===== config.mk =====
export PLATFORM = sky130hd
export DESIGN_NAME = rmq_front
export DESIGN_NICKNAME = d
export VERILOG_FILES = /design/src/hw/rtl/rmq_pkg.sv /design/src/hw/rtl/rmq_front.sv
export SDC_FILE = /design/constraint.sdc
export NUM_CORES = 1
export LEC_CHECK = 0
export BUFFER_PORTS_ARGS = -buffer_cell sky130_fd_sc_hd__buf_2
export CAP_MARGIN = 15
export CORE_ASPECT_RATIO = 0.5
export CORE_MARGIN = 3
export CORE_UTILIZATION = 60
export DETAILED_ROUTE_END_ITERATION = 6
export MAX_ROUTING_LAYER = met4
export PLACE_DENSITY = 0.84
export SYNTH_ARGS = -nofsm -noshare
export SYNTH_HDL_FRONTEND = slang
export SYNTH_SLANG_ARGS = --single-unit

===== constraint.sdc =====
create_clock -name clk -period 27.9 [get_ports clk]
set_input_delay 2.79 -clock clk [delete_from_list [all_inputs] [get_ports clk]]
set_output_delay 2.79 -clock clk [all_outputs]
set_load 0.05 [all_outputs]

===== src/hw/rtl/rmq_pkg.sv =====
// Shared types and constants for the rotation matrix to quaternion unit.
package rmq_pkg;

  typedef enum logic [1:0] {
    IDX_W = 2'd0,
    IDX_X = 2'd1,
    IDX_Y = 2'd2,
    IDX_Z = 2'd3
  } idx_t;

  localparam int NUM_LANES = 3;

endpackage


===== src/hw/rtl/rmq_front.sv =====
// Front stage: diagonal candidates, largest pick, off-diagonal terms, sqrt operand.
module rmq_front
  import rmq_pkg::*;
#(
  parameter int W = 16
) (
  input  logic                  clk,
  input  logic                  rst_n,
  input  logic                  en,
  input  logic                  valid_i,
  input  logic [9*W-1:0]        m_i,
  output logic                  valid_r,
  output logic [2*W-1:0]        x_r,
  output logic [3*(W+1)-1:0]    d_r,
  output idx_t                  idx_r
);

  localparam int FRAC = W - 2;
  localparam int CW = W + 2;

  logic signed [CW-1:0] m [9];
  logic signed [CW-1:0] cand [4];
  logic signed [CW-1:0] big;
  logic signed [W:0]    t57m, t62m, t13m, t13p, t62p, t57p;
  logic signed [W:0]    d0, d1, d2;
  logic [W:0]           s;
  idx_t                 idx;
  logic                 valid_nxt;

  always_comb begin
    for (int i = 0; i < 9; i++) begin
      m[i] = CW'($signed(m_i[i*W +: W]));
    end
    cand[0] = m[0] + m[4] + m[8];
    cand[1] = m[0] - m[4] - m[8];
    cand[2] = m[4] - m[0] - m[8];
    cand[3] = m[8] - m[0] - m[4];
    big = cand[0];
    idx = IDX_W;
    if (cand[1] > big) begin
      big = cand[1];
      idx = IDX_X;
    end
    if (cand[2] > big) begin
      big = cand[2];
      idx = IDX_Y;
    end
    if (cand[3] > big) begin
      big = cand[3];
      idx = IDX_Z;
    end
    if (big < 0) begin
      big = '0;
    end
    s = (W+1)'(big) + ((W+1)'(1) << FRAC);
    t57m = m[5][W:0] - m[7][W:0];
    t62m = m[6][W:0] - m[2][W:0];
    t13m = m[1][W:0] - m[3][W:0];
    t13p = m[1][W:0] + m[3][W:0];
    t62p = m[6][W:0] + m[2][W:0];
    t57p = m[5][W:0] + m[7][W:0];
    unique case (idx)
      IDX_W: begin
        d0 = t57m; d1 = t62m; d2 = t13m;
      end
      IDX_X: begin
        d0 = t57m; d1 = t13p; d2 = t62p;
      end
      IDX_Y: begin
        d0 = t62m; d1 = t13p; d2 = t57p;
      end
      default: begin
        d0 = t13m; d1 = t62p; d2 = t57p;
      end
    endcase
  end

  assign valid_nxt = valid_i;

  always_ff @(posedge clk) begin
    if (!rst_n) begin
      valid_r <= 1'b0;
    end else if (en) begin
      valid_r <= valid_nxt;
    end
  end

  always_ff @(posedge clk) begin
    if (en) begin
      x_r   <= {1'b0, s, {FRAC{1'b0}}};
      d_r   <= {d2, d1, d0};
      idx_r <= idx;
    end
  end

endmodule


== Word level (Yosys, flattened, before mapping) ==
Cells that the tools add are included.

* Add/subtract/negate cells: 15
* $mul: 0
* Div/mod/pow operators: 0
* $lt $le $gt $ge: 4
* Equal/unequal tests: 2
* Shift-type cells: 0
* Multiplexer cells: 10
* Bitwise logic cells: 0
* Reductions and logical operators: 3

{| class="wikitable"
|+ Operator list
! kind !! count
|-
| case mux 17 bit (2 select lines) || 3
|-
| subtractor 16 x 16 -> 17 bit || 6
|-
| adder 16 x 16 -> 17 bit || 4
|-
| greater-than comparator 18 bit || 3
|-
| two-way mux 18 bit || 3
|-
| subtractor 17 x 16 -> 18 bit || 3
|-
| adder 17 x 16 -> 18 bit || 1
|-
| < comparator 18 x 1 -> 1 bit (second input constant) || 1
|-
| adder 17 x 16 -> 17 bit (second input constant) || 1
|-
| two-way mux 17 bit || 1
|-
| two-way mux 2 bit || 2
|-
| OR reduction 2 bit || 2
|-
| == test 2 x 1 -> 1 bit (second input constant) || 1
|-
| == test 2 bit (second input constant) || 1
|-
| zero test 2 bit || 1
|-
| two-way mux 1 bit || 1
|}

* Flip-flop bits (word level): 71
* Latch bits: 0
* RAM bits: 0
* Memory bits (read-only): 0
* Input bits: 148
* Memories: 0

== Logic depth before layout (Yosys ltp) ==
* Word-level depth: 11
* Depth in mapped cells: 61
* Depth with buffers taken out: 55

== Least setup slack after synthesis ==
OpenSTA, ideal clock, no wires.

* Kind: input to register
* Start point: input port m_i[1]
* End point: register d_r[29] (data pin)
* Data arrival time: 12.642 ns
* Data required time: 27.630 ns
* Path slack: 14.988 ns
* Stages on the path: 59
* Path buffers: 6
* Cell sequence: inv_1 -> fa_1 -> inv_1 -> ha_1 -> fa_1 -> nor2b_1 -> o211ai_1 -> a21oi_1 -> o41a_1 -> o21a_1 -> nor2_1 -> xnor2_1 -> inv_1 -> ha_1 -> o21ai_0 -> nand2b_1 -> a21oi_1 -> a21o_1 -> [23 not listed] -> nor2_1 -> nand2_1 -> a21oi_1 -> nor2_1 -> a211oi_1 -> o21ai_0 -> a221o_1 -> o21ai_0 -> a31o_2 -> and2_1 -> buf_2 -> buf_2 -> inv_1 -> ha_1 -> inv_1 -> clkbuf_1 -> a221oi_1 -> a21oi_1

* Word-level cells in the longest chain between the ends: 11

{| class="wikitable"
|+ Ends and longest elaborated chain
! element !! line !! source
|-
| start, declared || rmq_front.sv:11 || <nowiki>input logic [9*W-1:0] m_i,</nowiki>
|-
| subtractor 16 x 16 -> 17 bit / adder 16 x 16 -> 17 bit (equally long branches) || rmq_front.sv:35, rmq_front.sv:34 ||
|-
| subtractor 17 x 16 -> 18 bit / adder 17 x 16 -> 18 bit (equally long branches) || rmq_front.sv:35, rmq_front.sv:34 ||
|-
| greater-than comparator 18 bit || rmq_front.sv:40 || <nowiki>if (cand[1] > big) begin</nowiki>
|-
| two-way mux 18 bit || rmq_front.sv:40 ||
|-
| greater-than comparator 18 bit || rmq_front.sv:44 || <nowiki>if (cand[2] > big) begin</nowiki>
|-
| two-way mux 18 bit || rmq_front.sv:44 ||
|-
| greater-than comparator 18 bit || rmq_front.sv:48 || <nowiki>if (cand[3] > big) begin</nowiki>
|-
| two-way mux 2 bit * || rmq_front.sv:48 ||
|-
| == test 2 x 1 -> 1 bit / == test 2 bit (equally long branches) || rmq_front.sv:62 || <nowiki>unique case (idx)</nowiki>
|-
| OR reduction 2 bit (no line) || n/a ||
|-
| case mux 17 bit (2 select lines) * || rmq_front.sv:62 ||
|-
| net d1[12] || rmq_front.sv:25 || <nowiki>logic signed [W:0] d0, d1, d2;</nowiki>
|-
| end signal, assigned || rmq_front.sv:91 || <nowiki>d_r <= {d2, d1, d0};</nowiki>
|-
| end, declared || rmq_front.sv:14 || <nowiki>output logic [3*(W+1)-1:0] d_r,</nowiki>
|}

Mark *: on every way through the listed nets, which the timed path passes. The rest lies on a longest branch.
A chain may end at the register's enable or synchronous reset.

== Final worst setup path ==
* Start point: input port m_i[1]
* End point: register d_r[22] (data pin)

Same word-level chain as after synthesis.

==> metrics.cfg <==
[clock_network]
postCtsSetupRepairBufs=0
tritoncts=yes
numCtsBuffers=9
clockBufferDepth=2
cts_max_level=3
holdBufCountCts=0
post_cts_resized=0
clk_pin_slew_worst_paths_ns=0.06
cts_root_buffer=clkbuf_16
cts.sinks=71
insertion_delay_ns=0.35

[detailed_routing]
ant_nets=0
drc=0
dr_wl_met3_um=3120
wl_met1_um=16400
wire_per_inst_um=17.7
drt-pass1-iter-count=5
top_layer=met4
wirelength_um=37700
routed-wl-met2_um=17400
first_iter_violations=1152
num_vias=12605
vias_per_cell=5.92

[placed_design]
place_ws_ns=12.66
dp_cells=2114
dpl.hpwl_um=30600
port_buffers=218
routabilityCongestion=0.964

[cells_and_area]
nets=2256
fill_cells=1879
area_growth_syn_to_layout_pct=11.4
seqCellArea_um2=2120
fin_cells=2130
antenna_cells=0
drive_gt1_share_pct=15.7
multi_input_area_um2=10600

[logic_synthesis]
ys_warn_count=0
syn-cell-area_um2=13800
synthTopCellsByArea=ha_1 (19%), edfxtp_1 (15%), fa_1 (10%), xnor2_1 (6.5%), inv_1 (6.0%)
syn_inst=1635
yosys_most_used_dff=edfxtp_1
netlist.area_leader.share_pct=19.2
synth_seq_area_share_pct=15.4
ys_top_cells_by_count=inv_1 (221), ha_1 (211), a21oi_1 (165), nor2_1 (115), xnor2_1 (102)
avgSynthCellArea_um2=8.43
synth_top_area_cell=ha_1
synth.most_common_cell=inv_1
synth_edf_count=70
synthArstFlopShare_pct=0
synth-seq-cells=71
synth_cell_types=88

[floorplan]
rows=38
coreArea_um2=22100
die_h_um=113
start_util_pct=62.3
die_area_um2=24900
die_w_um=220
io_pins=234

[pwr]
p_leak_nw=7.32
powerDensity_nw_per_um2=126
total_power_mw=1.93
peakVddDrop_mv=0.155

[setup_path]
critical_path_required_ns=27.96
crit_top_cell=a21oi_1
cp.arrival_ns=15.22
cp_slowest_cell=nand2_1
worstPathMaxFanout=48
cp-start-kind=input pin
end_kind=register
cp_slowest_stage_delay_ns=0.83
worstSetupPathType=input pin to register

[sta]
slew_violations=0
tightest_slew_ns=1.11
fin_tns_setup_ns=0
finClkSkew_ns=0
setup_violations=0
min_period_over_period_pct=54.3
hold_ws_ns=0.516
relSlewSlack_pct=26.0
rsz0062_at_grt=no
max_freq_ghz=0.0660
hold_viol_final=0
setup_slack_ns=12.74
fin_crit_ns=15.16

[outcome]
outcome=completed

[flow_run]
drv_cap=0

[global_routing]
grt_use_total_pct=31.0
grt_pass1_wl_um=60500
grt_antenna_before_repair=0
grt_max_degree=72
grt-ovfl-total=0
grt_pass1_vias=12141

[worst_hold_path]
hp-class=register to register

==> power breakdown <==
group | leakage, nW | internal, mW | total, mW | switching, mW
logic | 6.47 | 0.514 | 1.54 | 1.03
registers | 0.691 | 0.239 | 0.263 | 0.0236
clock network | 0.155 | 0.0776 | 0.126 | 0.0485
total | 7.32 | 0.830 | 1.93 | 1.10
==> sequential cells by signal, indices dropped and copies added, names as in the netlist <==
name,cells
d_r,51
x_r,17
idx_r,2
valid_r,1
==> path summary, 6_finish.rpt <==
| check | cells after the start | slack [ns] | from | to |
|---|---|---|---|---|
| worst max-delay path | 50 | 12.74 | m_i[1] | d_r[22] |
| worst min-delay path | 2 | 0.52 | valid_r | valid_r |
| worst max register to register | 2 | 27.31 | valid_r | valid_r |
| worst min register to register | 2 | 0.52 | valid_r | valid_r |
==> critical path, delay by kind of cell <==
kind,cells,cell delay [ns]
compound gates,22,4.81
xor+xnor,1,0.12
fa+ha+maj,7,2.51
buf+inv,7,1.20
mux,1,0.42
simple gates,12,3.34
==> cell families after synthesis <==
logic type,Yosys count,synth area share (%)
and+or+nand+nor,353,12.5
adders and majority gates,286,29.8
muxes,25,1.89
AOI/OAI and AO/OA,491,23.5
xor gates and xnor gates,127,8.35
other,1,0.0272
buffers and inverters,281,8.43
DFF,71,15.4
==> layer usage <==
metal,vias up,track usage (%)
li1,6054,-
met5,-,-
met3,62,3.35
met1,5955,41.6
met2,534,50.9
met4,0,7.11
==> stage by stage <==
stage          cell area [um^2]  utilization, %
2_1_floorplan             13800               -
3_3_place_gp              15000            68.0
3_5_place_dp              15000            68.0
4_1_cts                   15300            69.4
5_1_grt                   15300            69.4
6_report                  15300            69.4
==> cells in the final DEF (no fill, tap or decap), drive strengths merged, types with 5 or more instances in the layout <==
cell type  instances
inv              223
buf              223
ha               211
a21oi            174
nor2             117
xnor2            103
o21ai            100
nand2             89
fa                72
edfxtp            70
a21o              37
o21bai            32
a221oi            31
nor2b             25
nand2b            24
xor2              22
nand3             21
o211ai            18
a211oi            18
mux2i             17
and3              16
conb              15
nor3              15
o21a              11
and2              11
nand4             11
clkbuf             9
a21boi             8
mux2               8
nor3b              6
o2111ai            5
a31o               5
or3                5
a31oi              5
==> layout make-up <==
| cell class | count | area share [%] |
|---|---|---|
| multi-input cells | 1297 | 68.9 |
| repair buffers | 223 | 7.35 |
| clock buffers | 9 | 1.47 |
| clock inverters | 7 | 0.571 |
| inverters | 223 | 5.45 |
| flip-flops and latches | 71 | 13.8 |
| well taps | 300 | 2.45 |
Note: power is estimated with default switching activity, not from simulation.
