==> src/hw/rtl/rmq_pkg.sv <==
// Shared types and constants for the rotation matrix to quaternion unit.
package rmq_pkg;

  typedef enum logic [1:0] {
    IDX_W = 2'd0,
    IDX_X = 2'd1,
    IDX_Y = 2'd2,
    IDX_Z = 2'd3
  } idx_t;

  localparam int NUM_LANES = 3;

endpackage

==> src/hw/rtl/rmq_div_step.sv <==
// One registered restoring division step for the three off-diagonal lanes.
module rmq_div_step
  import rmq_pkg::*;
#(
  parameter int W = 16,
  parameter int SIDE_W = 8
) (
  input  logic                      clk,
  input  logic                      rst_n,
  input  logic                      en,
  input  logic                      valid_i,
  input  logic [W:0]                den_i,
  input  logic [NUM_LANES-1:0][W:0] rem_i,
  input  logic [NUM_LANES-1:0][W:0] num_i,
  input  logic [NUM_LANES-1:0][W:0] q_i,
  input  logic [SIDE_W-1:0]         side_i,
  output logic                      valid_r,
  output logic [W:0]                den_r,
  output logic [NUM_LANES-1:0][W:0] rem_r,
  output logic [NUM_LANES-1:0][W:0] num_r,
  output logic [NUM_LANES-1:0][W:0] q_r,
  output logic [SIDE_W-1:0]         side_r
);

  logic [W+1:0]                r2 [NUM_LANES];
  logic [NUM_LANES-1:0]        ge;
  logic [NUM_LANES-1:0][W:0]   rem_nxt;
  logic [NUM_LANES-1:0][W:0]   q_nxt;

  always_comb begin
    for (int i = 0; i < NUM_LANES; i++) begin
      r2[i]      = {rem_i[i], num_i[i][W]};
      ge[i]      = r2[i] >= {1'b0, den_i};
      rem_nxt[i] = ge[i] ? (W+1)'(r2[i] - {1'b0, den_i}) : r2[i][W:0];
      q_nxt[i]   = {q_i[i][W-1:0], ge[i]};
    end
  end

  always_ff @(posedge clk) begin
    if (!rst_n) begin
      valid_r <= 1'b0;
    end else if (en) begin
      valid_r <= valid_i;
    end
  end

  always_ff @(posedge clk) begin
    if (en) begin
      den_r <= den_i;
      rem_r <= rem_nxt;
      for (int i = 0; i < NUM_LANES; i++) begin
        num_r[i] <= {num_i[i][W-1:0], 1'b0};
      end
      q_r    <= q_nxt;
      side_r <= side_i;
    end
  end

endmodule

==> config.mk <==
export PLATFORM = sky130hd
export DESIGN_NAME = rmq_div_step
export DESIGN_NICKNAME = d
export VERILOG_FILES = /design/src/hw/rtl/rmq_pkg.sv /design/src/hw/rtl/rmq_div_step.sv
export SDC_FILE = /design/constraint.sdc
export NUM_CORES = 1
export LEC_CHECK = 0
export ABC_AREA = 1
export BUFFER_PORTS_ARGS = -buffer_cell sky130_fd_sc_hd__buf_4
export CAP_MARGIN = 0
export CORE_AREA = 2 2 169 171
export DETAILED_ROUTE_END_ITERATION = 6
export DIE_AREA = 0 0 171 173
export GPL_ROUTABILITY_DRIVEN = 0
export PLACE_DENSITY_LB_ADDON = 0.05
export SLEW_MARGIN = 20
export SYNTH_ARGS = -nofsm -noshare
export SYNTH_HDL_FRONTEND = slang
export SYNTH_SLANG_ARGS = --single-unit
==> constraint.sdc <==
create_clock -name clk -period 2.1 [get_ports clk]
set_input_delay 0.42 -clock clk [delete_from_list [all_inputs] [get_ports clk]]
set_output_delay 0.42 -clock clk [all_outputs]
set_load 0.005 [all_outputs]
-- After elaboration in Yosys (flattened, before gate mapping)
Index checks and enable logic that the tools add are counted.
- register bits: 176
- input bits: 182
- output and inout port bits: 179
- logic and storage cells: 21
- $add $sub $neg: 3
- magnitude comparators: 3
- muxes and demuxes: 3
- operator list (cell ; count):
    18-bit by 17-bit >= comparator with 1-bit output ; 3
    17-bit 2-to-1 mux ; 3
    17-bit subtractor ; 3

-- Logic depth before layout (Yosys ltp)
Gate-level depths: netlist of the first run.
- depth after elaboration: 2
- mapped depth: 15
- depth with buffers taken out: 14

-- Worst setup path after synthesis of the first run
No wires, ideal clock.
- kind: input-to-reg
- start: input port num_i[33] in the netlist's numbering
- end: register rem_r[22] in the netlist's numbering (data pin)
- setup time: 0.252 ns
- arrival time: 1.866 ns
- data required time: 1.848 ns
- setup slack: -0.019 ns
- stages on the path: 15
- buffers on the path: 1
- path through: inv_1 > ha_1 > inv_1 > fa_1 > nand2_1 > nand2_1 > nand3b_1 > nand2_2 > nand2_2 > nand2_2 > nand2_4 > nand2_8 > buf_8 > nand2_1 > nand2_1
- RTL lines (item ; line ; source):
    start: declaration ; rmq_div_step.sv:14 ; input logic [NUM_LANES-1:0][W:0] num_i,
    end signal: assignment ; rmq_div_step.sv:50 ; rem_r <= rem_nxt;
    end: declaration ; rmq_div_step.sv:19 ; output logic [NUM_LANES-1:0][W:0] rem_r,

==> results of run 1 <==
[power breakdown]
| part | switching, µW | internal (µW) |
|---|---|---|
| registers | 90.3 | 4280 |
| logic | 1230 | 1300 |
| clock network | 1510 | 1700 |
[layout make-up]
type	count	area [µm²]
clock buffers	17	425
clock inverters	15	168
fillers	2637	13200
inverters	172	646
multi-input cells	674	3530
flip-flops and latches	176	5280
well taps	378	473
repair buffers	497	3910
[worst reg2reg max path: stages (launching register included)]
cell	delay (ns)
sky130_fd_sc_hd__dfxtp_1	0.32
sky130_fd_sc_hd__o21ai_0	0.18
sky130_fd_sc_hd__a21oi_1	0.06
[worst paths after layout]
path	startpoint	to	slack (ns)
max reg2reg	valid_r	valid_r	1.43
min reg2reg	valid_r	valid_r	0.59
min	q_i[24]	q_r[25]	0.15
max	den_i[1]	rem_r[3]	0.20
[logic make-up (layout without fill, tap and decap cells)]
kind of cell,count (synthesis),in the layout
AND/OR/NAND/NOR,564,564
buffers and inverters,185,701
flip-flops,176,176
adder cells (fa/ha/maj),54,54
AO/OA/AOI/OAI,32,32
XOR/XNOR,21,21
other,1,3
[registers in the layout, indices dropped and copies added (netlist names)]
signal / cells
valid_r: 1
den_r: 17
num_r: 48
rem_r: 51
q_r: 51
side_r: 8
[cells in the final DEF (no fill, tap or decap), drive strengths merged]
master / synthesis / routed
a21oi: 29 / 29
and2: 4 / 4
and3: 2 / 2
buf: 13 / 497
bufinv: 0 / 1
clkbuf: 0 / 17
clkinv: 0 / 6
clkinvlp: 0 / 1
conb: 1 / 3
dfxtp: 1 / 1
edfxtp: 175 / 175
fa: 3 / 3
ha: 51 / 51
inv: 172 / 179
nand2: 407 / 407
nand3: 91 / 91
nand3b: 2 / 2
nand4: 7 / 7
nor2: 41 / 41
nor3: 6 / 6
nor4: 2 / 2
o21a: 1 / 1
o21ai: 2 / 2
or2: 2 / 2
xnor2: 2 / 2
xor2: 19 / 19
[metal layers]
metal	wire length (µm)	vias to the layer above	GRT usage, %	part of all wire, %
met5	0	-	0	0
met4	341	0	4.41	1.2
met3	1700	16	3.62	5.7
met2	15300	234	36.6	52
met1	12200	3808	23.6	41
li1	-	4344	-	-
[per-stage QoR]
stage	util [%]	instances	worst slack (ns)	instance area (µm²)
4_1_cts	52.2	1929	0.210	14400
3_5_place_dp	50.1	1897	-0.259	13800
5_1_grt	52.2	1929	0.0453	14400
2_1_floorplan	-	1035	0.0105	9560
3_3_place_gp	50.1	1897	-0.235	13800
6_report	52.2	1929	0.199	14400
==> qor.txt, run 1 <==
Tot Pwr = 10100 µW
sequential-to-total area share from yosys stat = 55.2%
setup repair after global routing missed its margin = no
depth of the most critical reg-to-reg path = 2
pin count of the biggest net entering global routing = 34
final clock period utilization by the worst path = 90.5%
final critical-path required period = 1.90 ns
average cell area after synthesis = 9.25 µm²
Core Region = 27600 µm²
insertion delay of the later-clocked pin in the worst-skew pair = 0.43 ns
post-synthesis mux area share = 0%
library cell appearing most often on the critical path = sky130_fd_sc_hd__nand2_1
average vias per placed instance = 4.36
final worst hold slack = 0.153 ns
cts bufs inserted = 17
total I/O pin count = 361
critical path launch point type = primary input
CP cell instances = buf_4 > inv_1 > fa_1 > nand2_1 > nand2_1 > nand3_1 > nand2_2 > nand2_2 > nand2_2 > nand2_4 > nand2_4 > nand2_1 > nand2_1
total wire length = 29500 µm
number of warnings issued by yosys = 0
DRC Markers = 0
TritonCTS clock tree = done
share of synthesized flip-flops with an asynchronous set or reset = 0%
Hold Path Depth = 1
Fmax = 526 MHz
number of H-tree levels = 4
number of buffers on the longest clock path = 2
classification of the worst setup path = primary input to flop
via total after detailed routing = 8402
arrival time worst endpoint = 2.07 ns
maximum single-stage delay on the critical path = 0.50 ns
Max Slew Vio Count = 0
Routed WL per cell = 15.3 µm
CTS-repair resized insts = 0
area leader, netlist = sky130_fd_sc_hd__edfxtp_1
Max stage delay cell, worst path = sky130_fd_sc_hd__fa_1
via count of the first global-routing pass = 7923
total track usage = 19.8%
dominant delay contributor by cell family on the critical path = simple AND/OR/NAND/NOR gates
number of stages on the worst setup path = 13
number of distinct library cells after synthesis = 36
Detail Placement HPWL = 23700 µm
Post-Synthesis Cell Area = 9550 µm²
Post-Synth XOR/XNOR Area = 1.93%
wire length of the first global-routing pass = 44100 µm
die extent in y = 173 µm
Power per Cell Area = 700 nW/µm²
main combinational cell family by area after synthesis = simple AND/OR/NAND/NOR gates
antenna violations before repair = 0
top cells by area in the synthesized netlist = sky130_fd_sc_hd__edfxtp_1 55%, sky130_fd_sc_hd__nand2_1 15%, sky130_fd_sc_hd__ha_1 6.7%, sky130_fd_sc_hd__inv_1 6.6%, sky130_fd_sc_hd__nand3_1 4.7%
number of register bits inferred by synthesis = 176
Horiz. Die Dim = 171 µm
clock transition at the registers of the reported paths = 0.07 ns
post-synthesis compound-gate area fraction = 1.82%
most common cell in the synthesized netlist = sky130_fd_sc_hd__nand2_1
count of TritonRoute iterations in the first routing pass = 7
area of the die = 29600 µm²
result of the run = finished clean
CP required = 2.27 ns
maximum capacitance violations = 0
worst min path class = primary input to flop
Clock Root Buffer = sky130_fd_sc_hd__clkbuf_16
number of nets in the layout = 1774
layout cells sized above 1 = 36.9%
clock skew after layout = 0 ns
most frequent cells after synthesis = 384 x sky130_fd_sc_hd__nand2_1, 175 x sky130_fd_sc_hd__edfxtp_1, 169 x sky130_fd_sc_hd__inv_1
combined buffer and inverter count along the critical path = 2
number of antenna repair diodes = 0
synthesized-area fraction occupied by and/or/nand/nor cells = 25.8%
post-synth top area share = 55.0%
final hold violation count = 0
Sink Count = 176
Post CTS Setup Buffer Count = 0
number of DRC markers in iteration 0 = 357
element type at the critical path end = flop
initial core utilization = 34.6%
maximum fanout along the worst path = 18
Area Growth Syn to Fin = 51.0%
largest voltage drop on the vdd net = 0.453 mV
setup total negative slack = 0 ns
Port Buffer Count = 354
site row count = 61
leakage power = 0.00739 µW
remaining number of nets flagged by the antenna check after routing = 0
cell count after synthesis = 1033
number of enable flip-flop cells after synthesis = 175
final number of setup-violating endpoints = 0
fraction of the mapped netlist area in adder cells = 7.31%
hold bufs inserted after CTS = 0
total congestion overflow = 0
flip-flop cell with the highest count after synthesis = sky130_fd_sc_hd__edfxtp_1
Note: power is estimated with default switching activity, not from simulation.
==> run 2: changes to the inputs <==
--- a/config.mk
+++ b/config.mk
@@ -8,11 +8,12 @@
 export ABC_AREA = 1
 export BUFFER_PORTS_ARGS = -buffer_cell sky130_fd_sc_hd__buf_4
 export CAP_MARGIN = 0
-export CORE_AREA = 2 2 169 171
+export CORE_AREA = 2 2 120 239
 export DETAILED_ROUTE_END_ITERATION = 6
-export DIE_AREA = 0 0 171 173
+export DIE_AREA = 0 0 122 241
 export GPL_ROUTABILITY_DRIVEN = 0
 export PLACE_DENSITY_LB_ADDON = 0.05
+export REMOVE_ABC_BUFFERS = 1
 export SLEW_MARGIN = 20
 export SYNTH_ARGS = -nofsm -noshare
 export SYNTH_HDL_FRONTEND = slang
==> run 2 against run 1 <==
Combinational power rose by 2%; clock skew did not move; hold slack got worse by 0.011 ns; sequential power barely moved; via count rose by 2.0%; clock power fell by 2%; routed wire length rose by 7.8%; count of clock-buffer cells in the layout did not move; total power barely moved; largest cell class unchanged.
==> qor.txt, run 2 (synthesis results as in run 1) <==
antenna violations before repair = 0
number of H-tree levels = 4
clock transition at the registers of the reported paths = 0.08 ns
site row count = 86
CP required = 2.30 ns
Sink Count = 176
element type at the critical path end = flop
maximum single-stage delay on the critical path = 0.27 ns
Clock Root Buffer = sky130_fd_sc_hd__clkbuf_16
pin count of the biggest net entering global routing = 30
layout cells sized above 1 = 37.0%
Power per Cell Area = 704 nW/µm²
classification of the worst setup path = primary input to flop
leakage power = 0.00738 µW
largest voltage drop on the vdd net = 0.417 mV
maximum capacitance violations = 0
maximum fanout along the worst path = 18
DRC Markers = 0
total wire length = 31800 µm
TritonCTS clock tree = done
number of antenna repair diodes = 0
initial core utilization = 34.8%
remaining number of nets flagged by the antenna check after routing = 0
Max stage delay cell, worst path = sky130_fd_sc_hd__ha_1
final clock period utilization by the worst path = 91.2%
result of the run = finished clean
total track usage = 21.3%
total I/O pin count = 361
clock skew after layout = 0 ns
worst min path class = primary input to flop
wire length of the first global-routing pass = 45700 µm
Hold Startpoint = q_i[19]
Core Region = 27400 µm²
Detail Placement HPWL = 26600 µm
via total after detailed routing = 8566
final hold violation count = 0
relative contribution of the clock network to total power = 31.3%
Internal Pwr Total = 7170 µW
Layout fillers = 2672
Routed WL per cell = 16.7 µm
Logic pwr share = 25.4%
final number of setup-violating endpoints = 0
total net switching power = 2940 µW
final critical-path required period = 1.92 ns
top library cells by usage in the layout, fill and taps aside = 489 x sky130_fd_sc_hd__buf_4, 384 x sky130_fd_sc_hd__nand2_1, 175 x sky130_fd_sc_hd__edfxtp_1, 169 x sky130_fd_sc_hd__inv_1, 90 x sky130_fd_sc_hd__nand3_1
worst r2r src = valid_r
Sequential cell area = 5280 µm²
capturing point of the worst reg2reg path = valid_r
critical path launch point type = primary input
number of DRC markers in iteration 0 = 260
CTS-repair resized insts = 0
average vias per placed instance = 4.50
R2R setup slack = 1.46 ns
sequential group share of total power = 43.3%
depth of the most critical reg-to-reg path = 2
number of nets in the layout = 1776
die extent in y = 241 µm
insertion delay of the later-clocked pin in the worst-skew pair = 0.44 ns
arrival time worst endpoint = 2.11 ns
Port Buffer Count = 354
Regs by FF count = q_r (51), rem_r (51), num_r (48)
CP cell instances = buf_4 > inv_1 > buf_4 > ha_1 > a21oi_2 > o21ai_2 > nor3_4 > nand2_4 > nand2_1 > nand2_1
commonest non-fill, non-tap cell in the layout = sky130_fd_sc_hd__buf_4
setup total negative slack = 0 ns
total congestion overflow = 0
count of TritonRoute iterations in the first routing pass = 4
Critical Path Start = den_i[15]
via count of the first global-routing pass = 8672
cts bufs inserted = 17
Post CTS Setup Buffer Count = 0
Max Slew Vio Count = 0
area of the die = 29400 µm²
hold bufs inserted after CTS = 0
switching power as a share of total power = 29.1%
Fmax = 522 MHz
area of combinational cells with multiple inputs = 3530 µm²
capture point of the worst path = rem_r[48]
Horiz. Die Dim = 122 µm
Area Growth Syn to Fin = 50.2%
setup repair after global routing missed its margin = no
final worst hold slack = 0.142 ns
number of buffers on the longest clock path = 2
==> run 2: changes by cell type in the layout (fill, tap and decap cells not counted) <==
| cell | previous run | this run |
|---|---|---|
| sky130_fd_sc_hd__buf_12 | 14 | 9 |
| sky130_fd_sc_hd__buf_4 | 482 | 489 |
| sky130_fd_sc_hd__bufinv_16 | 1 | 0 |
| sky130_fd_sc_hd__clkinv_1 | 1 | 0 |
| sky130_fd_sc_hd__clkinv_4 | 2 | 3 |
| sky130_fd_sc_hd__clkinv_8 | 2 | 4 |
| sky130_fd_sc_hd__clkinvlp_4 | 1 | 0 |
| sky130_fd_sc_hd__fa_1 | 2 | 3 |
| sky130_fd_sc_hd__fa_2 | 1 | 0 |
==> run 2: layout make-up <==
class | count | area share [%]
multi-input combinational | 674 | 24.6
inverter | 172 | 4.50
sequential | 176 | 36.8
clock buffer | 17 | 2.97
clock inverter | 15 | 1.17
tap | 352 | 3.07
timing repair buffer | 499 | 26.9
==> run 2: worst max-delay path: cells and delay by family <==
family | cells | cell delay (ns)
fa+ha+maj | 1 | 0.27
buf+inv | 3 | 0.48
compound gates | 2 | 0.30
simple gates | 4 | 0.63
==> run 2: layer usage <==
metal	vias up	part of all wire (%)	global-route usage, %
li1	4341	-	-
met1	3890	31	18.1
met2	271	58	43.3
met3	64	6.0	5.15
met4	0	5.2	11.7
met5	-	0	0
==> run 2: through the flow <==
step           area [µm²]  worst slack, ns  std cells  util, %  total power (µW)
6_report            14300            0.185       1905     52.3             10100
4_1_cts             14300            0.163       1905     52.3             10300
3_3_place_gp        13800           -0.306       1873     50.1              7030
2_1_floorplan        9450          -0.0530       1022        -              5470
3_5_place_dp        13800           -0.330       1873     50.1              7060
5_1_grt             14300           0.0503       1905     52.3             10600
==> run 2: worst min-delay path by stage <==
stage | to | slack (ns) | depth (start not counted)
floorplan | valid_r | 0.51 | 1
global placement | valid_r | 0.55 | 2
detailed placement | valid_r | 0.54 | 2
CTS | q_r[20] | 0.12 | 1
global route | q_r[18] | 0.12 | 1
finish | q_r[20] | 0.14 | 1
==> run 2: power groups by stage <==
stage | Combinational [µW] | Sequential [µW] | Clock, µW
2_1_floorplan | 969 | 4500 | 0
3_3_place_gp | 2570 | 4450 | 0
3_5_place_dp | 2600 | 4460 | 0
4_1_cts | 2600 | 4390 | 3280
5_1_grt | 2830 | 4410 | 3400
6_report | 2560 | 4380 | 3160
