**src/hw/rtl/rmq_sqrt_step.sv**
```systemverilog
// One registered step of the digit-by-digit integer square root.
module rmq_sqrt_step #(
  parameter int W = 16,
  parameter int SIDE_W = 8
) (
  input  logic              clk,
  input  logic              rst_n,
  input  logic              en,
  input  logic              valid_i,
  input  logic [2*W-1:0]    x_i,
  input  logic [W+2:0]      rem_i,
  input  logic [W-1:0]      root_i,
  input  logic [SIDE_W-1:0] side_i,
  output logic              valid_r,
  output logic [2*W-1:0]    x_r,
  output logic [W+2:0]      rem_r,
  output logic [W-1:0]      root_r,
  output logic [SIDE_W-1:0] side_r
);

  logic [W+2:0] rem_sh;
  logic [W+2:0] trial;
  logic         ge;
  logic [W+2:0] rem_nxt;
  logic [W-1:0] root_nxt;

  always_comb begin
    rem_sh   = {rem_i[W:0], x_i[2*W-1:2*W-2]};
    trial    = {1'b0, root_i, 2'b01};
    ge       = rem_sh >= trial;
    rem_nxt  = ge ? rem_sh - trial : rem_sh;
    root_nxt = {root_i[W-2:0], ge};
  end

  always_ff @(posedge clk) begin
    if (!rst_n) begin
      valid_r <= 1'b0;
    end else if (en) begin
      valid_r <= valid_i;
    end
  end

  always_ff @(posedge clk) begin
    if (en) begin
      x_r    <= {x_i[2*W-3:0], 2'b00};
      rem_r  <= rem_nxt;
      root_r <= root_nxt;
      side_r <= side_i;
    end
  end

endmodule

```
**config.mk**
```make
export PLATFORM = sky130hd
export DESIGN_NAME = rmq_sqrt_step
export DESIGN_NICKNAME = d
export VERILOG_FILES = /design/src/hw/rtl/rmq_sqrt_step.sv
export SDC_FILE = /design/constraint.sdc
export NUM_CORES = 1
export LEC_CHECK = 0
export BUFFER_PORTS_ARGS = -buffer_cell sky130_fd_sc_hd__buf_2
export CORE_ASPECT_RATIO = 0.5
export CORE_MARGIN = 8
export CORE_UTILIZATION = 45
export DETAILED_ROUTE_END_ITERATION = 8
export GPL_TIMING_DRIVEN = 0
export PLACE_DENSITY = 0.77
export RECOVER_POWER = 25
export SLEW_MARGIN = 20
export SYNTH_ARGS = -nofsm -noshare
export SYNTH_HDL_FRONTEND = slang
export SYNTH_SLANG_ARGS = --single-unit
```
**constraint.sdc**
```tcl
create_clock -name clk -period 2.9 [get_ports clk]
set_input_delay 0.29 -clock clk [delete_from_list [all_inputs] [get_ports clk]]
set_output_delay 0.29 -clock clk [all_outputs]
set_load 0.02 [all_outputs]
```
Word level (Yosys, flattened, before mapping)
Cells that the tools add are included.
{"block": "totals", "ff_bits": 74, "romBits": 0, "latch_bits": 0, "inputBits": 79, "ramBits": 0, "mem_count": 0, "word_cells": 8}
{"block": "op_classes", "mul": 0, "addsub": 1, "n_eq_ne": 0, "bitwise": 0, "magnitude_cmp": 1, "muxes": 1, "n_div": 0, "shifts": 0, "reduce_logical": 0}
{"operator": ">= comparator 19 x 18 -> 1 bit", "count": 1}
{"operator": "two-way mux 19 bit", "count": 1}
{"operator": "subtractor 19 x 18 -> 19 bit", "count": 1}

Depth between registers and ports, before layout
Gate-level depths: netlist of run 1.
{"block": "depth", "ltp_word": 2, "ltp_mapped": 10, "mapped_depth_nobuf": 8}

Worst setup path after synthesis of run 1
No wires, ideal clock.
{"block": "synth_path", "path_kind": "input-to-reg", "startpoint": "in root_i[4]", "endpoint": "reg rem_r[11] (data pin)", "t_arrival_ps": 1973, "cell_stages": 9, "setup_time_ps": 260, "setup_slack_ps": 667, "required_time_ps": 2640, "path_buffers": 1, "cell_sequence": "inv_1 -> ha_1 -> a21oi_1 -> a211oi_2 -> a21oi_2 -> nor4_4 -> nor2_4 -> buf_12 -> mux2_4"}
{"block": "synth_via", "elab_chain_cells": 2, "elab_cells_between_ends": 3, "cone_classes": "add/sub (1); order compare (1); mux (1)"}
{"element": "from (decl)", "line": "12", "rtl": "input logic [W-1:0] root_i,"}
{"element": "subtractor 19 x 18 -> 19 bit / >= comparator 19 x 18 -> 1 bit (equally long branches)", "line": "31, 30"}
{"element": "two-way mux 19 bit (*)", "line": "31", "rtl": "rem_nxt = ge ? rem_sh - trial : rem_sh;"}
{"element": "net rem_nxt[11]", "line": "24", "rtl": "logic [W+2:0] rem_nxt;"}
{"element": "to (signal assigned)", "line": "46", "rtl": "rem_r <= rem_nxt;"}
{"element": "to (decl)", "line": "16", "rtl": "output logic [W+2:0] rem_r,"}
The timed path passes the listed nets; every way through them passes the cells marked *.
A chain may end at the register's enable or synchronous reset.

Worst setup path after layout of run 1
{"block": "layout_path", "startpoint": "in root_i[1]", "endpoint": "reg rem_r[15] (data pin)"}
The elaborated chain is that of the path after synthesis.

==> impl_metrics.json, run 1 <==
{
  "synthFlopType": "edfxtp_1",
  "drtPass1Iterations": 4,
  "fin_crit_sh_pct": 78.4,
  "maxSlewHeadroom_pct": 48.7,
  "wl_met1_um": 3450,
  "fp.dieH_um": 78.7,
  "r2r_end": "valid_r",
  "antenna_left": 0,
  "layout_commonest_cell": "buf_2",
  "diodes": 0,
  "grt_usage_pct": 14.8,
  "htreeDepth": 3,
  "highest_layer": "met4",
  "cts_sinks": 74,
  "clock_latency_ns": 0.33,
  "cap_violations": 0,
  "cts_resized": 0,
  "clkTransAtPathRegs_ns": 0.06,
  "io_pins": 155,
  "routed_via_density": 4.81,
  "cp_max_fo": 10,
  "post-route-min-period_ns": 2.27,
  "status": "completed",
  "reg2reg_from": "valid_r",
  "drv_slew": 0,
  "drive_gt1_share_pct": 45.7,
  "rsz0062_at_grt": "false",
  "start_util_pct": 45.3,
  "area.growth.synth_to_final_pct": 34.8,
  "drc": 0,
  "whs_endpoint": "x_r[23]",
  "finalHoldViolations": 0,
  "min_path_cells": 1,
  "overflow": 0,
  "grt_max_degree": 65,
  "syn_avg_cell_area_um2": 14.1,
  "clock_skew_ns": 0,
  "cp-end-kind": "flip-flop",
  "drt_iter0_drc": 147,
  "leakagePower_uw": 0.00208,
  "ff2ff_path_depth": 2,
  "fin_tns_setup_ns": 0,
  "finalSetupViolCount": 0,
  "layout_setup_ws_ns": 0.627,
  "die_w_um": 141,
  "clock_path_buffers": 2,
  "async_flop_share_pct": 0,
  "root_buffer": "clkbuf_16",
  "routedWlPerCell_um": 15.7,
  "gp_congestion": 0.806,
  "num_rows": 23,
  "place_hpwl_um": 6470,
  "layout_common_cells": "144 x buf_2, 73 x edfxtp_1, 21 x inv_1",
  "yosysWarnings": 0,
  "wl_met3_um": 537,
  "hp-class": "primary input to flip-flop",
  "cts_post_setup_buffers_inserted": 0,
  "hold_start": "x_i[21]",
  "synth_cells": 252,
  "grt_pass1_wl_um": 13000,
  "ys_seq_area_share_pct": 62.5,
  "grt_pass1_vias": 2588,
  "ys_types": 45,
  "holdWs_ns": 0.133,
  "stdcell_area_um2": 4770,
  "ys_ff_latch": 74,
  "worstPathRequired_ns": 2.98,
  "worst_pin_slew_ns": 0.769,
  "vias": 2557,
  "cp.arrival_ns": 2.35,
  "worstSetupStartpointType": "primary input",
  "cts_buffers": 9,
  "vdd_drop_max_mv": 0.295,
  "antenna_found_initial": 0,
  "cts_tree": "yes",
  "reg2reg_slack_ns": 2.31,
  "clock.fmax_ghz": 0.440,
  "placement.cell_area_um2": 4470,
  "core_area_um2": 7830,
  "hold_buffers": 0,
  "wl_met2_um": 4340,
  "nets": 512,
  "numPortBuffers": 150,
  "pre_cts_ws_ns": 0.325,
  "syn-cell-area_um2": 3540,
  "dieArea_um2": 11100,
  "routed_wl_um": 8360,
  "p_per_area_nw_per_um2": 661,
  "critical_path_class": "primary input to flip-flop",
  "synth_edf_count": 73
}
==> per-layer routing <==
metal	vias up	GRT usage (%)
met3	4	4.25
met2	71	26.4
li1	1273	-
met4	0	4.78
met5	-	0
met1	1209	17.0
==> critical path, cell delays in order <==
cell,delay [ns]
clkbuf_1,0.11
inv_1,0.05
ha_1,0.26
clkbuf_2,0.16
a21oi_1,0.16
nand3_1,0.18
a21oi_2,0.24
nor4_4,0.07
nor2_4,0.33
buf_12,0.20
mux2_4,0.30
==> cell usage after synthesis, types with 2 or more instances <==
master / instances / share of area (%)
nor2b_1: 2 / 0.35
edfxtp_1: 73 / 62
buf_4: 2 / 0.42
nand3_1: 4 / 0.57
a21oi_1: 15 / 2.1
xor2_1: 7 / 1.7
a21o_1: 2 / 0.42
inv_1: 21 / 2.2
a211oi_1: 3 / 0.64
nand2b_1: 2 / 0.35
o221ai_1: 2 / 0.49
nor2_1: 10 / 1.1
a211oi_2: 2 / 0.71
mux2i_1: 3 / 0.85
nand2_1: 12 / 1.3
clkbuf_2: 2 / 0.28
xnor2_1: 8 / 2.0
nor3_1: 7 / 0.99
ha_1: 18 / 6.4
o21a_1: 5 / 1.1
o21ai_0: 10 / 1.4
nand4_1: 3 / 0.53
mux2_2: 9 / 2.9
o211ai_1: 3 / 0.64
mux2_4: 7 / 3.0
==> area by class of cell <==
| cell class | instances | area (um2) |
|---|---|---|
| fill | 664 | 3050 |
| multi-input combinational | 152 | 1200 |
| clock buffer | 10 | 229 |
| clock inverter | 6 | 90.1 |
| buffer | 6 | 50.0 |
| tap | 112 | 140 |
| inverter | 21 | 78.8 |
| sequential | 74 | 2210 |
| timing repair buffer | 151 | 769 |
==> registers in the layout, indices dropped and copies added (netlist names) <==
signal / count
valid_r: 1
rem_r: 19
side_r: 8
root_r: 16
x_r: 30
==> cell families after synthesis <==
| logic type | after synthesis | synth area share (%) |
|---|---|---|
| muxes | 19 | 6.68 |
| xor gates and xnor gates | 15 | 3.71 |
| other | 1 | 0.106 |
| buffers and inverters | 27 | 3.64 |
| AOI/OAI and AO/OA | 53 | 10.5 |
| DFF | 74 | 62.5 |
| adders and majority gates | 18 | 6.36 |
| and+or+nand+nor | 45 | 6.57 |
==> worst max path at each step <==
stage / startpoint / to / depth (start not counted)
floorplan: root_i[4] / rem_r[11] / 9
global route: root_i[6] / rem_r[15] / 10
CTS: root_i[1] / rem_r[13] / 11
global placement: root_i[6] / rem_r[16] / 10
finish: root_i[1] / rem_r[15] / 11
detailed placement: root_i[1] / rem_r[16] / 11
==> stage by stage <==
stage          power, uW  std cells  utilization (%)
2_1_floorplan       1770        253                -
3_3_place_gp        1980        515             56.7
3_5_place_dp        2000        516             57.1
4_1_cts             3200        532             61.1
5_1_grt             3300        532             61.0
6_report            3160        532             61.0
==> report_power, final <==
part           internal, uW  switching [uW]  leakage [uW]
Combinational           266             384       0.00121
Clock                   756             427      0.000153
Sequential             1300            21.7      0.000723
No activity file was read; power rests on OpenSTA's default activity.
==> run 2: changes to the inputs <==
==> constraint.sdc (replaced) <==
create_clock -name clk -period 2.1 [get_ports clk]
set_input_delay 0.21 -clock clk [delete_from_list [all_inputs] [get_ports clk]]
set_output_delay 0.21 -clock clk [all_outputs]
set_load 0.02 [all_outputs]
==> impl_metrics.json, run 2 (synthesis gave the netlist of run 1 again) <==
{
  "status": "completed",
  "drive_gt1_share_pct": 47.6,
  "num_rows": 23,
  "cp-end-kind": "flip-flop",
  "finalHoldViolations": 0,
  "post-route-min-period_ns": 1.98,
  "rsz0062_at_grt": "false",
  "placement.cell_area_um2": 4490,
  "grt_pass1_wl_um": 12700,
  "worstSetupStartpointType": "primary input",
  "layout_common_cells": "147 x buf_2, 73 x edfxtp_1, 21 x inv_1",
  "stdcell_area_um2": 4800,
  "clock_latency_ns": 0.32,
  "drc": 0,
  "core_area_um2": 7830,
  "numPortBuffers": 150,
  "cp-startpoint": "rem_i[0]",
  "routedWlPerCell_um": 15.6,
  "finalSetupViolCount": 0,
  "fin_crit_sh_pct": 94.2,
  "place_hpwl_um": 6360,
  "r2r_end": "valid_r",
  "clock_skew_ns": 0,
  "cts_buffers": 9,
  "drt_iter0_drc": 127,
  "nets": 514,
  "cts_tree": "yes",
  "worst_pin_slew_ns": 0.987,
  "routed_via_density": 4.80,
  "cp_max_fo": 5,
  "seqCellArea_um2": 2210,
  "io_pins": 155,
  "ff2ff_path_depth": 2,
  "fp.dieH_um": 78.7,
  "cp.arrival_ns": 2.06,
  "reg2reg_from": "valid_r",
  "worstPathRequired_ns": 2.18,
  "area.growth.synth_to_final_pct": 35.4,
  "maxSlewHeadroom_pct": 34.2,
  "die_w_um": 141,
  "grt_pass1_vias": 2488,
  "largest_reg_flops": 30,
  "p_per_area_nw_per_um2": 863,
  "hold_buffers": 0,
  "fin_util_pct": 61.3,
  "start_util_pct": 45.3,
  "layout_commonest_cell": "buf_2",
  "diodes": 0,
  "root_buffer": "clkbuf_16",
  "routed_wl_um": 8310,
  "gp_congestion": 0.792,
  "antenna_left": 0,
  "antenna_found_initial": 0,
  "clock_path_buffers": 2,
  "htreeDepth": 3,
  "fill_cells": 652,
  "drtPass1Iterations": 4,
  "top_register": "x_r",
  "vias": 2564,
  "endpoint": "rem_r[16]",
  "clock.fmax_ghz": 0.505,
  "reg2reg_slack_ns": 1.52,
  "fin_tns_setup_ns": 0,
  "drv_slew": 0,
  "vdd_drop_max_mv": 0.390,
  "multi_input_area_um2": 1240,
  "dieArea_um2": 11100,
  "cts_sinks": 74,
  "hp-class": "primary input to flip-flop",
  "cap_violations": 0,
  "overflow": 0,
  "clkTransAtPathRegs_ns": 0.06,
  "grt_max_degree": 62,
  "grt_usage_pct": 14.3,
  "critical_path_class": "primary input to flip-flop",
  "reg.largest.list": "x_r x30, rem_r x19, root_r x16",
  "leakagePower_uw": 0.00209
}
run 2: cell type report:
class / count / share of cell area, %
well taps: 112 / 2.92
clock inverters: 6 / 0.861
flip-flops and latches: 74 / 46.1
multi-input cells: 152 / 25.8
plain buffers: 6 / 1.23
repair buffers: 153 / 16.7
clock buffers: 10 / 4.77
inverters: 21 / 1.64
run 2: worst max-delay path, cell delays in order:
cell,delay [ns]
buf_2,0.11
ha_1,0.35
nor2b_1,0.17
o31a_2,0.33
o21ai_4,0.25
o31a_1,0.26
a2111oi_2,0.10
mux2_4,0.28
run 2: timing repair:
| item | CTS | global route |
|---|---|---|
| resized for setup | 0 | 3 |
| endpoints found under the setup margin | 7 | 4 |
| pin swaps | 1 | 1 |
| buffers inserted | 2 | 0 |
run 2: worst min path at each step:
stage	end	cells after the start	slack, ns	start
floorplan	root_r[10]	0	0.31	root_i[9]
global placement	x_r[19]	1	0.39	x_i[17]
detailed placement	x_r[22]	1	0.39	x_i[20]
CTS	x_r[29]	1	0.04	x_i[27]
global route	x_r[24]	1	0.04	x_i[22]
finish	x_r[22]	1	0.06	x_i[20]
run 2: power breakdown:
| part | internal, uW | total (uW) | switching [uW] |
|---|---|---|---|
| registers | 1800 | 1830 | 29.9 |
| logic | 384 | 928 | 544 |
| clock network | 799 | 1380 | 582 |
| total | 2980 | 4140 | 1160 |
run 2: through the flow:
step	total power (uW)	std cells	hold slack (ns)	setup slack (ns)
after floorplan	2450	253	0.309	0.00246
after global placement	2750	515	0.387	-0.345
after detailed placement	2770	516	0.388	-0.354
after CTS	4180	534	0.0443	0.0315
after global routing	4320	534	0.0428	0.0128
final	4140	534	0.0604	0.122
run 2: layer usage:
metal / part of all wire [%] / track usage (%)
met4: 0.76 / 3.83
met1: 41 / 16.4
met5: 0 / 0
met3: 5.8 / 4.07
met2: 52 / 26.2
==> run 3: changes to the inputs <==
--- a/config.mk
+++ b/config.mk
@@ -13,6 +13,7 @@
 export GPL_TIMING_DRIVEN = 0
 export PLACE_DENSITY = 0.77
 export RECOVER_POWER = 25
+export REMOVE_ABC_BUFFERS = 1
 export SLEW_MARGIN = 20
 export SYNTH_ARGS = -nofsm -noshare
 export SYNTH_HDL_FRONTEND = slang
==> impl_metrics.json, run 3 (synthesis gave the netlist of run 1 again) <==
{
  "holdWs_ns": 0.0521,
  "p_per_area_nw_per_um2": 910,
  "post-route-min-period_ns": 2.00,
  "highest_layer": "met4",
  "grt_usage_pct": 15.1,
  "vdd_drop_max_mv": 0.433,
  "combPwrFrac_pct": 21.0,
  "switchingPower_uw": 1160,
  "pre_cts_ws_ns": -0.548,
  "cp_slowest_cell": "ha_1",
  "finalSetupViolCount": 0,
  "layout_commonest_cell": "buf_2",
  "drc": 0,
  "routed_via_density": 4.85,
  "die_w_um": 141,
  "vias": 2577,
  "num_rows": 23,
  "finalHoldViolations": 0,
  "nets": 511,
  "grt_pass1_vias": 2609,
  "fp.dieH_um": 78.7,
  "wl_met3_um": 550,
  "cp.arrival_ns": 2.08,
  "cts_buffers": 9,
  "drtPass1Iterations": 4,
  "wl_met1_um": 3350,
  "place_hpwl_um": 6520,
  "p_seq_share_pct": 41.8,
  "fin_total_pwr_uw": 4380,
  "reg2reg_from": "valid_r",
  "top_register": "x_r",
  "antenna_found_initial": 0,
  "layout_setup_ws_ns": 0.0974,
  "routedWlPerCell_um": 16.1,
  "ff2ff_path_depth": 2,
  "rsz0062_at_grt": "false",
  "cp_max_fo": 7,
  "hold_buffers": 0,
  "htreeDepth": 3,
  "cts_sinks": 74,
  "r2r_end": "valid_r",
  "critical_path_class": "primary input to flip-flop",
  "numPortBuffers": 150,
  "area.growth.synth_to_final_pct": 35.7,
  "slowest_delay_ns": 0.36,
  "gp_congestion": 0.806,
  "clock.fmax_ghz": 0.499,
  "clkPwrFrac_pct": 37.2,
  "antenna_left": 0,
  "hold_start": "x_i[3]",
  "reg.largest.list": "x_r x30, rem_r x19, root_r x16",
  "grt_max_degree": 65,
  "clock_skew_ns": 0,
  "status": "completed",
  "routed_wl_um": 8560,
  "layout_common_cells": "145 x buf_2, 73 x edfxtp_1, 21 x inv_1",
  "maxSlewHeadroom_pct": 48.5,
  "p_sw_share_pct": 26.5,
  "hp-class": "primary input to flip-flop",
  "cap_violations": 0,
  "core_area_um2": 7830,
  "cts_tree": "yes",
  "whs_endpoint": "x_r[5]",
  "cp-end-kind": "flip-flop",
  "reg2reg_slack_ns": 1.47,
  "leakagePower_uw": 0.00209,
  "grt_pass1_wl_um": 13200,
  "drv_slew": 0,
  "drive_gt1_share_pct": 46.3,
  "fin_crit_sh_pct": 95.4,
  "p_int_uw": 3220,
  "min_path_cells": 1,
  "drt_iter0_drc": 157,
  "worstSetupStartpointType": "primary input",
  "crit_chain": "buf_2, inv_1, ha_1, a211oi_1, o211ai_1, a21boi_0, o41ai_2, xor2_1, mux2_4",
  "clock_latency_ns": 0.33,
  "overflow": 0,
  "largest_reg_flops": 30,
  "clock_path_buffers": 2,
  "start_util_pct": 45.3,
  "diodes": 0,
  "worstPathRequired_ns": 2.18,
  "dieArea_um2": 11100,
  "worst_pin_slew_ns": 0.772,
  "io_pins": 155,
  "clkTransAtPathRegs_ns": 0.06,
  "root_buffer": "clkbuf_16",
  "wl_met2_um": 4560
}
[run 3: final cells by class]
class                   instances  area [um2]
fillers                       683        3020
flip-flops and latches         74        2210
multi-input cells             152        1220
repair buffers                156         835
clock buffers                   9         225
well taps                     112         140
clock inverters                 7        92.6
inverters                      21        78.8
[run 3: worst max path at each step]
stage               from        end  slack [ns]  cells after the start
6_report       root_i[8]  rem_r[17]         0.1                      9
5_1_grt        root_i[8]  rem_r[17]       0.002                      9
4_1_cts        root_i[0]  rem_r[17]        0.04                      9
3_5_place_dp   root_i[6]   rem_r[9]       -0.55                      9
3_3_place_gp   root_i[6]   rem_r[9]       -0.52                      9
2_1_floorplan  root_i[4]  rem_r[10]       -0.14                      8
[run 3: routing by layer]
metal / GRT usage, % / up-vias
met3: 5.02 / 11
met2: 28.0 / 75
met5: 0 / -
met1: 16.1 / 1220
met4: 5.21 / 0
li1: - / 1271
[run 3: repair_timing]
action / in CTS / in global routing
setup buffers: 3 / 2
endpoints found under the setup margin: 16 / 3
pin swaps: 1 / 2
gates resized for setup: 0 / 3
[run 3: power groups by stage]
stage / sequential [uW] / combinational [uW] / clock, uW
floorplan: 2060 / 372 / 0
global placement: 1860 / 869 / 0
detailed placement: 1860 / 893 / 0
CTS: 1830 / 915 / 1670
global route: 1850 / 993 / 1730
finish: 1830 / 919 / 1630
[run 3: worst max-delay path: cells and delay by family]
kind | cells | cell delay [ns]
mux | 1 | 0.28
compound gates | 4 | 0.92
buf+inv | 2 | 0.14
xor+xnor | 1 | 0.17
fa+ha+maj | 1 | 0.36
[run 3: through the flow]
stage,std cells,utilization [%],area [um2],setup TNS [ns]
2_1_floorplan,247,-,3500,-1.88
3_3_place_gp,509,56.0,4390,-8.33
3_5_place_dp,510,56.4,4420,-9.00
4_1_cts,529,61.1,4780,0
5_1_grt,531,61.4,4810,0
6_report,531,61.4,4810,0
